===== config.mk =====
export PLATFORM = sky130hd
export DESIGN_NAME = up_down_button_auto_repeat_top
export DESIGN_NICKNAME = d
export VERILOG_FILES = /design/src/hw/rtl/udbar_pkg.sv /design/src/hw/rtl/udbar_step.sv /design/src/hw/rtl/up_down_button_auto_repeat_top.sv
export SDC_FILE = /design/constraint.sdc
export NUM_CORES = 1
export LEC_CHECK = 0
export ABC_AREA = 1
export BUFFER_PORTS_ARGS = -buffer_cell sky130_fd_sc_hd__buf_4
export CORE_MARGIN = 2
export CORE_UTILIZATION = 33
export DETAILED_ROUTE_END_ITERATION = 12
export PLACE_DENSITY = 0.5
export RECOVER_POWER = 25
export SETUP_SLACK_MARGIN = 0.02
export SLEW_MARGIN = 5
export SYNTH_ARGS = -nofsm -noshare
export SYNTH_HDL_FRONTEND = slang
export SYNTH_HIERARCHICAL = 1
export SYNTH_SLANG_ARGS = --single-unit

===== constraint.sdc =====
create_clock -name clk_i -period 6.3 [get_ports clk_i]
set_input_delay 1.26 -clock clk_i [delete_from_list [all_inputs] [get_ports clk_i]]
set_output_delay 1.26 -clock clk_i [all_outputs]
set_load 0.02 [all_outputs]

===== src/hw/rtl/udbar_pkg.sv =====
// Shared types and constants for the up/down button auto-repeat block.
package udbar_pkg;

  localparam int unsigned CfgWidth = 16;
  localparam int unsigned CfgIdxWidth = 3;
  localparam int unsigned ValueWidth = 8;
  localparam int unsigned ModeWidth = 3;

  localparam logic [CfgIdxWidth-1:0] CFG_SHORT_HOLD = 3'd0;
  localparam logic [CfgIdxWidth-1:0] CFG_LONG_HOLD = 3'd1;
  localparam logic [CfgIdxWidth-1:0] CFG_SLOW_PERIOD = 3'd2;
  localparam logic [CfgIdxWidth-1:0] CFG_FAST_PERIOD = 3'd3;

  localparam logic [CfgWidth-1:0] SHORT_HOLD_RST = 16'd100;
  localparam logic [CfgWidth-1:0] LONG_HOLD_RST = 16'd300;
  localparam logic [CfgWidth-1:0] SLOW_PERIOD_RST = 16'd20;
  localparam logic [CfgWidth-1:0] FAST_PERIOD_RST = 16'd5;

  typedef enum logic [ModeWidth-1:0] {
    MODE_IDLE      = 3'd0,
    MODE_STEP_UP   = 3'd1,
    MODE_SLOW_UP   = 3'd2,
    MODE_FAST_UP   = 3'd3,
    MODE_STEP_DOWN = 3'd4,
    MODE_SLOW_DOWN = 3'd5,
    MODE_FAST_DOWN = 3'd6
  } mode_e;

  typedef struct packed {
    logic raw_increase;
    logic raw_decrease;
  } in_t;

  typedef struct packed {
    logic [ValueWidth-1:0] value;
    logic [ModeWidth-1:0]  mode;
  } out_t;

  typedef struct packed {
    logic [CfgWidth-1:0] short_hold;
    logic [CfgWidth-1:0] long_hold;
    logic [CfgWidth-1:0] slow_period;
    logic [CfgWidth-1:0] fast_period;
  } cfg_t;

endpackage


===== src/hw/rtl/udbar_step.sv =====
// Per-tick button sampling, hold counters and mode handler.
module udbar_step import udbar_pkg::*; #(
  parameter int unsigned COUNT_WIDTH = 16
) (
  input  cfg_t                   cfg_i,
  input  in_t                    in_i,
  input  logic                   last_inc_i,
  input  logic                   last_dec_i,
  input  logic [COUNT_WIDTH-1:0] inc_hold_i,
  input  logic [COUNT_WIDTH-1:0] dec_hold_i,
  input  logic [COUNT_WIDTH-1:0] slow_ticks_i,
  input  logic [COUNT_WIDTH-1:0] fast_ticks_i,
  input  mode_e                  mode_i,
  input  logic [ValueWidth-1:0]  value_i,
  output logic [COUNT_WIDTH-1:0] inc_hold_o,
  output logic [COUNT_WIDTH-1:0] dec_hold_o,
  output logic [COUNT_WIDTH-1:0] slow_ticks_o,
  output logic [COUNT_WIDTH-1:0] fast_ticks_o,
  output mode_e                  mode_o,
  output logic [ValueWidth-1:0]  value_o
);

  localparam int unsigned CmpWidth = (COUNT_WIDTH > CfgWidth) ? COUNT_WIDTH : CfgWidth;

  logic inc_press, dec_press, any_release;
  logic [COUNT_WIDTH-1:0] hold_sel, hold_adv;
  logic [COUNT_WIDTH-1:0] ih, dh, st, ft;
  logic ih_gt_short, ih_gt_long, dh_gt_short, dh_gt_long;
  logic slow_due, fast_due;

  assign inc_press   = (in_i.raw_increase == last_inc_i) && !in_i.raw_increase;
  assign dec_press   = (in_i.raw_decrease == last_dec_i) && !in_i.raw_decrease;
  assign any_release = ((in_i.raw_increase == last_inc_i) && in_i.raw_increase) ||
                       ((in_i.raw_decrease == last_dec_i) && in_i.raw_decrease);

  assign hold_sel = inc_press ? inc_hold_i : dec_hold_i;
  assign hold_adv = (hold_sel == '1) ? hold_sel : hold_sel + 1'b1;

  // button update
  always_comb begin
    ih = inc_hold_i;
    dh = dec_hold_i;
    st = slow_ticks_i;
    ft = fast_ticks_i;
    if (inc_press || dec_press) begin
      if (inc_press) begin
        ih = hold_adv;
      end else begin
        dh = hold_adv;
      end
      if (CmpWidth'(hold_adv) > CmpWidth'(cfg_i.short_hold)) begin
        st = (slow_ticks_i == '1) ? slow_ticks_i : slow_ticks_i + 1'b1;
      end
      if (CmpWidth'(hold_adv) > CmpWidth'(cfg_i.long_hold)) begin
        ft = (fast_ticks_i == '1) ? fast_ticks_i : fast_ticks_i + 1'b1;
      end
    end else if (any_release) begin
      ih = '0;
      dh = '0;
    end
  end

  assign ih_gt_short = CmpWidth'(ih) > CmpWidth'(cfg_i.short_hold);
  assign ih_gt_long  = CmpWidth'(ih) > CmpWidth'(cfg_i.long_hold);
  assign dh_gt_short = CmpWidth'(dh) > CmpWidth'(cfg_i.short_hold);
  assign dh_gt_long  = CmpWidth'(dh) > CmpWidth'(cfg_i.long_hold);
  assign slow_due    = CmpWidth'(st) > CmpWidth'(cfg_i.slow_period);
  assign fast_due    = CmpWidth'(ft) > CmpWidth'(cfg_i.fast_period);

  // mode handler
  always_comb begin
    inc_hold_o   = ih;
    dec_hold_o   = dh;
    slow_ticks_o = st;
    fast_ticks_o = ft;
    mode_o       = mode_i;
    value_o      = value_i;
    unique case (mode_i)
      MODE_STEP_UP: begin
        if (ih == '0) mode_o = MODE_IDLE;
        if (ih_gt_short) mode_o = MODE_SLOW_UP;
      end
      MODE_SLOW_UP: begin
        if (ih == '0) mode_o = MODE_IDLE;
        if (ih_gt_long) mode_o = MODE_FAST_UP;
        if (slow_due) begin
          value_o      = value_i + 1'b1;
          slow_ticks_o = '0;
        end
      end
      MODE_FAST_UP: begin
        if (ih == '0) mode_o = MODE_IDLE;
        if (fast_due) begin
          value_o      = value_i + 1'b1;
          fast_ticks_o = '0;
        end
      end
      MODE_STEP_DOWN: begin
        if ((dh == '0) || (ih != '0)) mode_o = MODE_IDLE;
        if (dh_gt_short) mode_o = MODE_SLOW_DOWN;
      end
      MODE_SLOW_DOWN: begin
        if ((dh == '0) || (ih != '0)) mode_o = MODE_IDLE;
        if (dh_gt_long) mode_o = MODE_FAST_DOWN;
        if (slow_due) begin
          value_o      = value_i - 1'b1;
          slow_ticks_o = '0;
        end
      end
      MODE_FAST_DOWN: begin
        if ((dh == '0) || (ih != '0)) mode_o = MODE_IDLE;
        if (fast_due) begin
          value_o      = value_i - 1'b1;
          fast_ticks_o = '0;
        end
      end
      default: begin
        slow_ticks_o = '0;
        fast_ticks_o = '0;
        if (ih != '0) begin
          value_o = value_i + 1'b1;
          mode_o  = MODE_STEP_UP;
        end else if (dh != '0) begin
          value_o = value_i - 1'b1;
          mode_o  = MODE_STEP_DOWN;
        end else begin
          mode_o = MODE_IDLE;
        end
      end
    endcase
  end

endmodule


===== src/hw/rtl/up_down_button_auto_repeat_top.sv =====
// Up/down button auto-repeat counter: top level with channel registers and state.
//
// Each input beat is one tick carrying the two active-low button levels; each
// tick yields one result beat with the 8-bit value and the mode after it. The
// block sustains one beat per cycle while out_stall_i stays low. A beat
// lands in an input register, and the step logic moves it into the state
// registers, which also form the result register.
// While a result waits on out_stall_i, one more beat is taken and held in the
// input register. Configuration writes take effect on the next tick and
// must be made while no tick is in flight; writes to indexes above three
// are ignored.
module up_down_button_auto_repeat_top import udbar_pkg::*; #(
  parameter int unsigned COUNT_WIDTH = 16
) (
  input  logic                   clk_i,
  input  logic                   rst_ni,
  input  logic                   in_valid_i,
  output logic                   in_stall_o,
  input  in_t                    in_data_i,
  output logic                   out_valid_o,
  input  logic                   out_stall_i,
  output out_t                   out_data_o,
  input  logic                   cfg_we_i,
  input  logic [CfgIdxWidth-1:0] cfg_idx_i,
  input  logic [CfgWidth-1:0]    cfg_wdata_i
);

  cfg_t cfg_q;
  logic in_vld_q, out_vld_q;
  in_t  in_q;
  logic adv;
  logic last_inc_q, last_dec_q;
  logic [COUNT_WIDTH-1:0] inc_hold_q, dec_hold_q, slow_ticks_q, fast_ticks_q;
  logic [COUNT_WIDTH-1:0] inc_hold_d, dec_hold_d, slow_ticks_d, fast_ticks_d;
  mode_e mode_q, mode_d;
  logic [ValueWidth-1:0] value_q, value_d;

  assign adv        = in_vld_q && (!out_vld_q || !out_stall_i);
  assign in_stall_o = in_vld_q && !adv;

  always_ff @(posedge clk_i or negedge rst_ni) begin
    if (!rst_ni) begin
      cfg_q.short_hold  <= SHORT_HOLD_RST;
      cfg_q.long_hold   <= LONG_HOLD_RST;
      cfg_q.slow_period <= SLOW_PERIOD_RST;
      cfg_q.fast_period <= FAST_PERIOD_RST;
    end else if (cfg_we_i) begin
      unique case (cfg_idx_i)
        CFG_SHORT_HOLD:  cfg_q.short_hold  <= cfg_wdata_i;
        CFG_LONG_HOLD:   cfg_q.long_hold   <= cfg_wdata_i;
        CFG_SLOW_PERIOD: cfg_q.slow_period <= cfg_wdata_i;
        CFG_FAST_PERIOD: cfg_q.fast_period <= cfg_wdata_i;
        default: ;
      endcase
    end
  end

  always_ff @(posedge clk_i or negedge rst_ni) begin
    if (!rst_ni) begin
      in_vld_q <= 1'b0;
    end else if (!in_stall_o) begin
      in_vld_q <= in_valid_i;
    end
  end

  always_ff @(posedge clk_i) begin
    if (in_valid_i && !in_stall_o) begin
      in_q <= in_data_i;
    end
  end

  udbar_step #(
    .COUNT_WIDTH(COUNT_WIDTH)
  ) u_step (
    .cfg_i       (cfg_q),
    .in_i        (in_q),
    .last_inc_i  (last_inc_q),
    .last_dec_i  (last_dec_q),
    .inc_hold_i  (inc_hold_q),
    .dec_hold_i  (dec_hold_q),
    .slow_ticks_i(slow_ticks_q),
    .fast_ticks_i(fast_ticks_q),
    .mode_i      (mode_q),
    .value_i     (value_q),
    .inc_hold_o  (inc_hold_d),
    .dec_hold_o  (dec_hold_d),
    .slow_ticks_o(slow_ticks_d),
    .fast_ticks_o(fast_ticks_d),
    .mode_o      (mode_d),
    .value_o     (value_d)
  );

  always_ff @(posedge clk_i or negedge rst_ni) begin
    if (!rst_ni) begin
      out_vld_q    <= 1'b0;
      last_inc_q   <= 1'b1;
      last_dec_q   <= 1'b1;
      inc_hold_q   <= '0;
      dec_hold_q   <= '0;
      slow_ticks_q <= '0;
      fast_ticks_q <= '0;
      mode_q       <= MODE_IDLE;
      value_q      <= '0;
    end else begin
      if (adv) begin
        out_vld_q    <= 1'b1;
        last_inc_q   <= in_q.raw_increase;
        last_dec_q   <= in_q.raw_decrease;
        inc_hold_q   <= inc_hold_d;
        dec_hold_q   <= dec_hold_d;
        slow_ticks_q <= slow_ticks_d;
        fast_ticks_q <= fast_ticks_d;
        mode_q       <= mode_d;
        value_q      <= value_d;
      end else if (!out_stall_i) begin
        out_vld_q <= 1'b0;
      end
    end
  end

  assign out_valid_o      = out_vld_q;
  assign out_data_o.value = value_q;
  assign out_data_o.mode  = mode_q;

`ifndef ASSERT_OFF
  a_value_holds: assert property (@(posedge clk_i) disable iff (!rst_ni)
    !adv |=> $stable(value_q) && $stable(mode_q))
    else $error("state changed without a tick");

  a_value_step: assert property (@(posedge clk_i) disable iff (!rst_ni)
    adv |=> (value_q == $past(value_q)) ||
            (value_q == ValueWidth'($past(value_q) + 1'b1)) ||
            (value_q == ValueWidth'($past(value_q) - 1'b1)))
    else $error("value moved by more than one step");

  a_up_needs_hold: assert property (@(posedge clk_i) disable iff (!rst_ni)
    (mode_q == MODE_STEP_UP || mode_q == MODE_SLOW_UP || mode_q == MODE_FAST_UP)
      |-> (inc_hold_q != '0))
    else $error("up mode without increase hold");

  a_down_needs_hold: assert property (@(posedge clk_i) disable iff (!rst_ni)
    (mode_q == MODE_STEP_DOWN || mode_q == MODE_SLOW_DOWN || mode_q == MODE_FAST_DOWN)
      |-> (dec_hold_q != '0))
    else $error("down mode without decrease hold");
`endif

endmodule

## Yosys cells after proc, flatten, opt, wreduce, memory -nomap -nowiden

Index checks and enable logic that the tools add are counted.

- Register bits: 145
- Input bits: 26
- Output and inout port bits: 13
- Logic and storage cells: 118

- Add/subtract/negate cells: 5
- $lt $le $gt $ge: 8
- Equality and inequality tests: 19
- Multiplexer cells: 36
- Bitwise gates (word level): 1
- Reductions and logical operators: 33

Operators with widths:

| kind | number |
|---|---|
| $mux 16 | 16 |
| $gt 16x16->1 | 8 |
| $pmux 16 s2 | 2 |
| $add 16x1->16 const B | 3 |
| $eq 16x16->1 const B | 3 |
| $mux 8 | 6 |
| $pmux 8 s5 | 1 |
| $logic_not 16->1 | 2 |
| $reduce_bool 16->1 | 2 |
| $mux 3 | 8 |
| $pmux 3 s6 | 1 |
| $eq 3x2->1 const B | 4 |
| $ne 2x1->1 const B | 5 |
| $eq 3x3->1 const B | 3 |
| $add 8x1->8 const B | 1 |
| $reduce_and 2->1 | 4 |
| $reduce_or 4->1 | 2 |
| $sub 8x1->8 const B | 1 |
| $logic_and 1x1->1 | 7 |
| $reduce_and 7->1 | 1 |
| $eq 3x1->1 const B | 2 |
| $logic_not 1->1 | 6 |
| $reduce_bool 6->1 | 1 |
| $reduce_or 2->1 | 3 |
| 5 further kinds | 10 |

## Longest topological paths before layout

- Word-level depth: 12
- Depth in mapped cells: 45
- Mapped depth without buffers: 43

## Cells and area by module

Netlist, hierarchy kept.

By module, submodules not included:

| module | instances | cells an instance | area an instance (um^2) |
|---|---|---|---|
| udbar_step | 1 | 1350 | 7355.8 |
| up_down_button_auto_repeat_top | 1 | 630 | 5804.3 |

## Worst setup path after synthesis

No wires, ideal clock.

- Path type: reg2reg
- Start: register in_q[1] in the netlist's numbering
- End: register fast_ticks_q[10]
- Arrival time: 5617 ps
- Required time: 6183 ps
- Setup slack: 566 ps
- Cell stages (with the launch flop): 40
- Buffers on the path: 5
- Clock period less this slack: 5734 ps
- Cells stage by stage: edfxtp_1 -> inv_1 -> nand2_2 -> buf_6 -> nand2_1 -> nand2_4 -> ha_1 -> nand3_4 -> nor2_4 -> nand2_2 -> buf_6 -> buf_4 -> clkbuf_1 -> nand2_1 -> ha_1 -> nand2_1 -> o21a_1 -> o21a_1 -> [... 4 more ...] -> o21ai_0 -> inv_1 -> ha_1 -> inv_1 -> nor2_1 -> nor2_1 -> o21a_1 -> o221ai_1 -> nand2_1 -> nand2_1 -> nand2_1 -> nand2_1 -> nand3b_1 -> nor2_1 -> clkbuf_1 -> nor2_1 -> nand3_1 -> nand2_1

- Longest elaborated chain between the ends: 11
- Elaborated cells between the ends (all ways): 14

RTL lines:

| element | RTL line | text |
|---|---|---|
| start: declaration | up_down_button_auto_repeat_top.sv:30 | `in_t in_q;` |
| start signal: assignment | up_down_button_auto_repeat_top.sv:68 | `in_q <= in_data_i;` |
| $eq 1x1->1 or $logic_not 1->1 (tied branches) | udbar_step.sv:31 | `assign inc_press = (in_i.raw_increase == last_inc_i) && !in_i.raw_increase;` |
| $logic_and 1x1->1 (*) | udbar_step.sv:31 |  |
| $mux 16 | udbar_step.sv:36 | `assign hold_sel = inc_press ? inc_hold_i : dec_hold_i;` |
| $add 16x1->16 or $eq 16x16->1 (tied branches) | udbar_step.sv:37 | `assign hold_adv = (hold_sel == '1) ? hold_sel : hold_sel + 1'b1;` |
| $mux 16 | udbar_step.sv:37 |  |
| $gt 16x16->1 | udbar_step.sv:54 | `if (CmpWidth'(hold_adv) > CmpWidth'(cfg_i.long_hold)) begin` |
| $mux 16 | udbar_step.sv:54 |  |
| $mux 16 (*) | udbar_step.sv:45 | `if (inc_press \|\| dec_press) begin` |
| $gt 16x16->1 | udbar_step.sv:68 | `assign fast_due = CmpWidth'(ft) > CmpWidth'(cfg_i.fast_period);` |
| $mux 16 | udbar_step.sv:93, udbar_step.sv:112 |  |
| $pmux 16 s2 (*) | udbar_step.sv:78 | `unique case (mode_i)` |
| named net fast_ticks_d[10] | up_down_button_auto_repeat_top.sv:34 | `logic [COUNT_WIDTH-1:0] inc_hold_d, dec_hold_d, slow_ticks_d, fast_ticks_d;` |
| end signal: assignment | up_down_button_auto_repeat_top.sv:112 | `fast_ticks_q <= fast_ticks_d;` |
| end: declaration | up_down_button_auto_repeat_top.sv:33 | `logic [COUNT_WIDTH-1:0] inc_hold_q, dec_hold_q, slow_ticks_q, fast_ticks_q;` |

The timed path passes the listed nets; every way through them passes the cells marked *.
A chain may end at the register's enable or synchronous reset.

## Final worst setup path

- Start: register last_inc_q
- End: register value_q[6]

- Elaborated cells between the ends (all ways): 33

RTL lines:

| element | RTL line | text |
|---|---|---|
| start: declaration | up_down_button_auto_repeat_top.sv:32 | `logic last_inc_q, last_dec_q;` |
| start signal: assignment | up_down_button_auto_repeat_top.sv:107 | `last_inc_q <= in_q.raw_increase;` |
| $eq 1x1->1 (*) | udbar_step.sv:31, udbar_step.sv:33 |  |
| $logic_and 1x1->1 | udbar_step.sv:31 |  |
| $mux 16 | udbar_step.sv:36 |  |
| $add 16x1->16 or $eq 16x16->1 (tied branches) | udbar_step.sv:37 |  |
| $mux 16 | udbar_step.sv:37 |  |
| $mux 16 | udbar_step.sv:46 | `if (inc_press) begin` |
| $mux 16 (*) | udbar_step.sv:45 |  |
| $reduce_bool 16->1 (*) | udbar_step.sv:120 | `if (ih != '0) begin` |
| $mux 8 (*) | udbar_step.sv:120 |  |
| $pmux 8 s5 (*) | udbar_step.sv:78 |  |
| named net value_d[6] | up_down_button_auto_repeat_top.sv:36 | `logic [ValueWidth-1:0] value_q, value_d;` |
| end signal: assignment | up_down_button_auto_repeat_top.sv:114 | `value_q <= value_d;` |
| end: declaration | up_down_button_auto_repeat_top.sv:36 |  |

Marks and branches as above.

==> results.sh <==
export IMPL_arrival_ns=6.16
export IMPL_hold_viol=0
export IMPL_synth_top_area_share_pct=24.7
export IMPL_violations="max-capacitance violations, max-slew violations"
export IMPL_final_nets=2173
export IMPL_worstHoldPathCells=2
export IMPL_yosys_warnings=6
export IMPL_setup_viol=0
export IMPL_grt_pass1_wl_um=67600
export IMPL_via_per_inst=5.00
export IMPL_synthArstFlopShare_pct=98.6
export IMPL_netlist_top_cells_count="nand2_1, inv_1, nand3_1"
export IMPL_cts_path_max_buffers=2
export IMPL_cts_tree="done"
export IMPL_r2r_end="value_q[6]$_DFFE_PN0P_"
export IMPL_fmax_ghz=0.172
export IMPL_synth_cell_types=48
export IMPL_wire_per_inst_um=16.5
export IMPL_die_y_um=204
export IMPL_clk_latency_ns=0.46
export IMPL_hp_class="reg -> reg"
export IMPL_crit_top_cell="nand2_1"
export IMPL_cp_depth=43
export IMPL_synth_compound_area_share_pct=8.58
export IMPL_antenna_found_initial=0
export IMPL_final_layout_size_suffix_gt1_share_pct=10.1
export IMPL_power_leakage_nw=7.91
export IMPL_syn_area_per_cell_um2=6.65
export IMPL_tightest_slew_ns=2.91
export IMPL_die_area_mm2=0.0415
export IMPL_worstReg2RegStart="last_inc_q$_DFFE_PN1P_"
export IMPL_worstHoldStart="cfg_q[35]$_DFFE_PN1P_"
export IMPL_drc=0
export IMPL_syn_area_mm2=0.0132
export IMPL_synthFlopType="dfrtp_1"
export IMPL_gp_congestion=0.897
export IMPL_h_tree_depth=4
export IMPL_place_ws_ns=0.0821
export IMPL_drv_cap=3
export IMPL_clockRootBuffer="clkbuf_16"
export IMPL_synth_seq_area_share_pct=27.8
export IMPL_synth_adder_area_share_pct=12.6
export IMPL_rrSetupSlack_ns=0.49
export IMPL_status="complete, but fails checks"
export IMPL_final_max_slew_viol_count=148
export IMPL_netlist_instances=1980
export IMPL_dp_hpwl_um=31500
export IMPL_worst_setup_path_start_kind="flip-flop"
export IMPL_ioPinCount=39
export IMPL_worstSetupStartpoint="last_inc_q$_DFFE_PN1P_"
export IMPL_period_needed_ns=5.81
export IMPL_skew_ns=0.0139
export IMPL_synth_fp_nets=2139
export IMPL_critPathTopFamily="simple AND/OR/NAND/NOR gates"
export IMPL_rsz0062_at_grt="yes"
export IMPL_rr_worst_depth=43
export IMPL_cts_buffers=17
export IMPL_fin_crit_sh_pct=92.2
export IMPL_vias=12800
export IMPL_n_antenna_cell=0
export IMPL_nFillCells=4242
export IMPL_hold_ws_ns=0.462
export IMPL_cpMaxStageDelayCell="dfstp_2"
export IMPL_synth_top_family_by_area="simple AND/OR/NAND/NOR gates"
export IMPL_slew_headroom_pct=-94.2
export IMPL_holdPathEnd="cfg_q[35]$_DFFE_PN1P_"
export IMPL_area_delta_synth_final_pct=12.3
export IMPL_critical_path_buf_inv_count=9
export IMPL_grt_pass1_vias=12300
export IMPL_track_usage_pct=20.9
export IMPL_crit_path_end_kind="flip-flop"
export IMPL_synth_most_common_cell="nand2_1"
export IMPL_synth_area_mux_share_pct=0
export IMPL_grt_overflow=0
export IMPL_io_buffers=38
export IMPL_row_count=73
export IMPL_synth_xor_area_share_pct=2.53
export IMPL_fp_dieW_um=204
export IMPL_postCtsHoldBufs=0
export IMPL_setup_tns_ns=0
export IMPL_drt_iter0_drc=925
export IMPL_p_per_area_mw_per_mm2=381
export IMPL_drt_total_wl_um=42100
export IMPL_path_class="reg -> reg"
export IMPL_cp_slowest_stage_delay_ns=0.58
export IMPL_clkSinkCount=145
export IMPL_place_area_mm2=0.0140
export IMPL_critPathRequiredTime_ns=6.65
export IMPL_antenna_left=0
export IMPL_drt_first_pass_iters=5
export IMPL_final_area_mm2=0.0148
export IMPL_synth_edf_count=2
export IMPL_coreArea_mm2=0.0395
export IMPL_worst_slack_ns=0.492
export IMPL_ys_seq_elements=145
export IMPL_peakVddDrop_uv=159
export IMPL_cts_clk_slew_worst_paths_ns=0.07
export IMPL_crit_fanout=18
export IMPL_grt_max_degree=69
export IMPL_synth_area_top_cells="dfrtp_1, nand2_1, ha_1"
export IMPL_yosysTopAreaCell="dfrtp_1"
export IMPL_start_util_pct=33.3
export IMPL_synthSimpleGateAreaFrac_pct=37.2
[routing by layer]
metal  vias up  global-route usage, %  wire (µm)  part of all wire, %
met5         -                      0          0                    0
met4         0                   5.01        751                  1.8
met3        36                   3.04       1810                  4.3
met2       286                   34.1      19200                   46
met1      5995                   29.0      20300                   48
li1       6450                      -          -                    -
[power breakdown]
part / total, W / switching [W] / internal [W]
logic: 0.00315 / 0.00202 / 0.00113
registers: 0.00140 / 0.000247 / 0.00116
clock network: 0.00108 / 0.000510 / 0.000572
[worst max path at each step]
| stage | to | slack [ns] |
|---|---|---|
| global placement | value_q[1]$_DFFE_PN0P_ | 0.19 |
| global route | value_q[5]$_DFFE_PN0P_ | 0.03 |
| CTS | value_q[2]$_DFFE_PN0P_ | 0.03 |
| finish | value_q[6]$_DFFE_PN0P_ | 0.49 |
| detailed placement | value_q[2]$_DFFE_PN0P_ | 0.08 |
| floorplan | fast_ticks_q[10]$_DFFE_PN0P_ | 0.57 |
[worst reg2reg max path, delay by kind of cell, from the launching register on]
kind                     cells  cell delay (ns)
adder cells (fa/ha/maj)      2             0.56
AND/OR/NAND/NOR             26             2.61
flip-flops                   1             0.58
buffers and inverters        9             1.05
AO/OA/AOI/OAI                6             0.91
[logic make-up (layout without fill, tap and decap cells)]
| group | Yosys count | in the layout |
|---|---|---|
| adders and majority gates | 133 | 133 |
| xor gates and xnor gates | 38 | 38 |
| and+or+nand+nor | 1115 | 1115 |
| DFF | 145 | 145 |
| buffers and inverters | 349 | 396 |
| AOI/OAI and AO/OA | 200 | 200 |
[layout make-up]
| cell class | instances | area, µm² | share of cell area, % |
|---|---|---|---|
| multi-input cells | 1486 | 8120 | 54.9 |
| repair buffers | 80 | 669 | 4.53 |
| inverters | 284 | 1070 | 7.22 |
| clock buffers | 17 | 425 | 2.88 |
| flip-flops and latches | 145 | 3660 | 24.7 |
| clock inverters | 15 | 184 | 1.25 |
| well taps | 525 | 657 | 4.45 |
[repair_timing]
item,in CTS,in global routing
setup endpoints to repair,4,40
setup buffers,4,6
gates resized for setup,0,22
pin swaps,1,7
[sequential cells by signal, indices dropped and copies added, names as in the netlist]
| register | count |
|---|---|
| cfg_q | 64 |
| dec_hold_q | 16 |
| fast_ticks_q | 16 |
| inc_hold_q | 16 |
| slow_ticks_q | 16 |
| value_q | 8 |
| mode_q | 3 |
| in_q | 2 |
| in_vld_q | 1 |
| last_dec_q | 1 |
| last_inc_q | 1 |
| out_valid_o | 1 |
[cell usage in the layout, fill, tap and decap left out, types with 4 or more instances in the layout]
cell,count
nand2_1,628
inv_1,278
nand3_1,226
ha_1,133
dfrtp_1,129
nor2_1,115
a21oi_1,78
o21ai_0,71
buf_4,68
nor3_1,31
nand4_1,31
xor2_1,31
nand2_2,27
clkbuf_16,17
nor2_4,14
dfstp_2,13
nor2_2,9
o21a_1,8
nor4_1,8
o22ai_1,8
buf_12,6
nand2_4,5
inv_2,5
or2_2,5
inv_8,5
inv_6,5
xnor2_1,5
nand3b_1,5
a211oi_1,5
o221ai_1,4
[metrics by stage]
step           std cells  utilization (%)  power (W)
2_1_floorplan       1980                -    0.00352
3_3_place_gp        2510             35.3    0.00440
3_5_place_dp        2510             35.3    0.00445
4_1_cts             2546             37.0    0.00558
5_1_grt             2552             37.4    0.00619
6_report            2552             37.4    0.00563
Note: power is estimated with default switching activity, not from simulation.
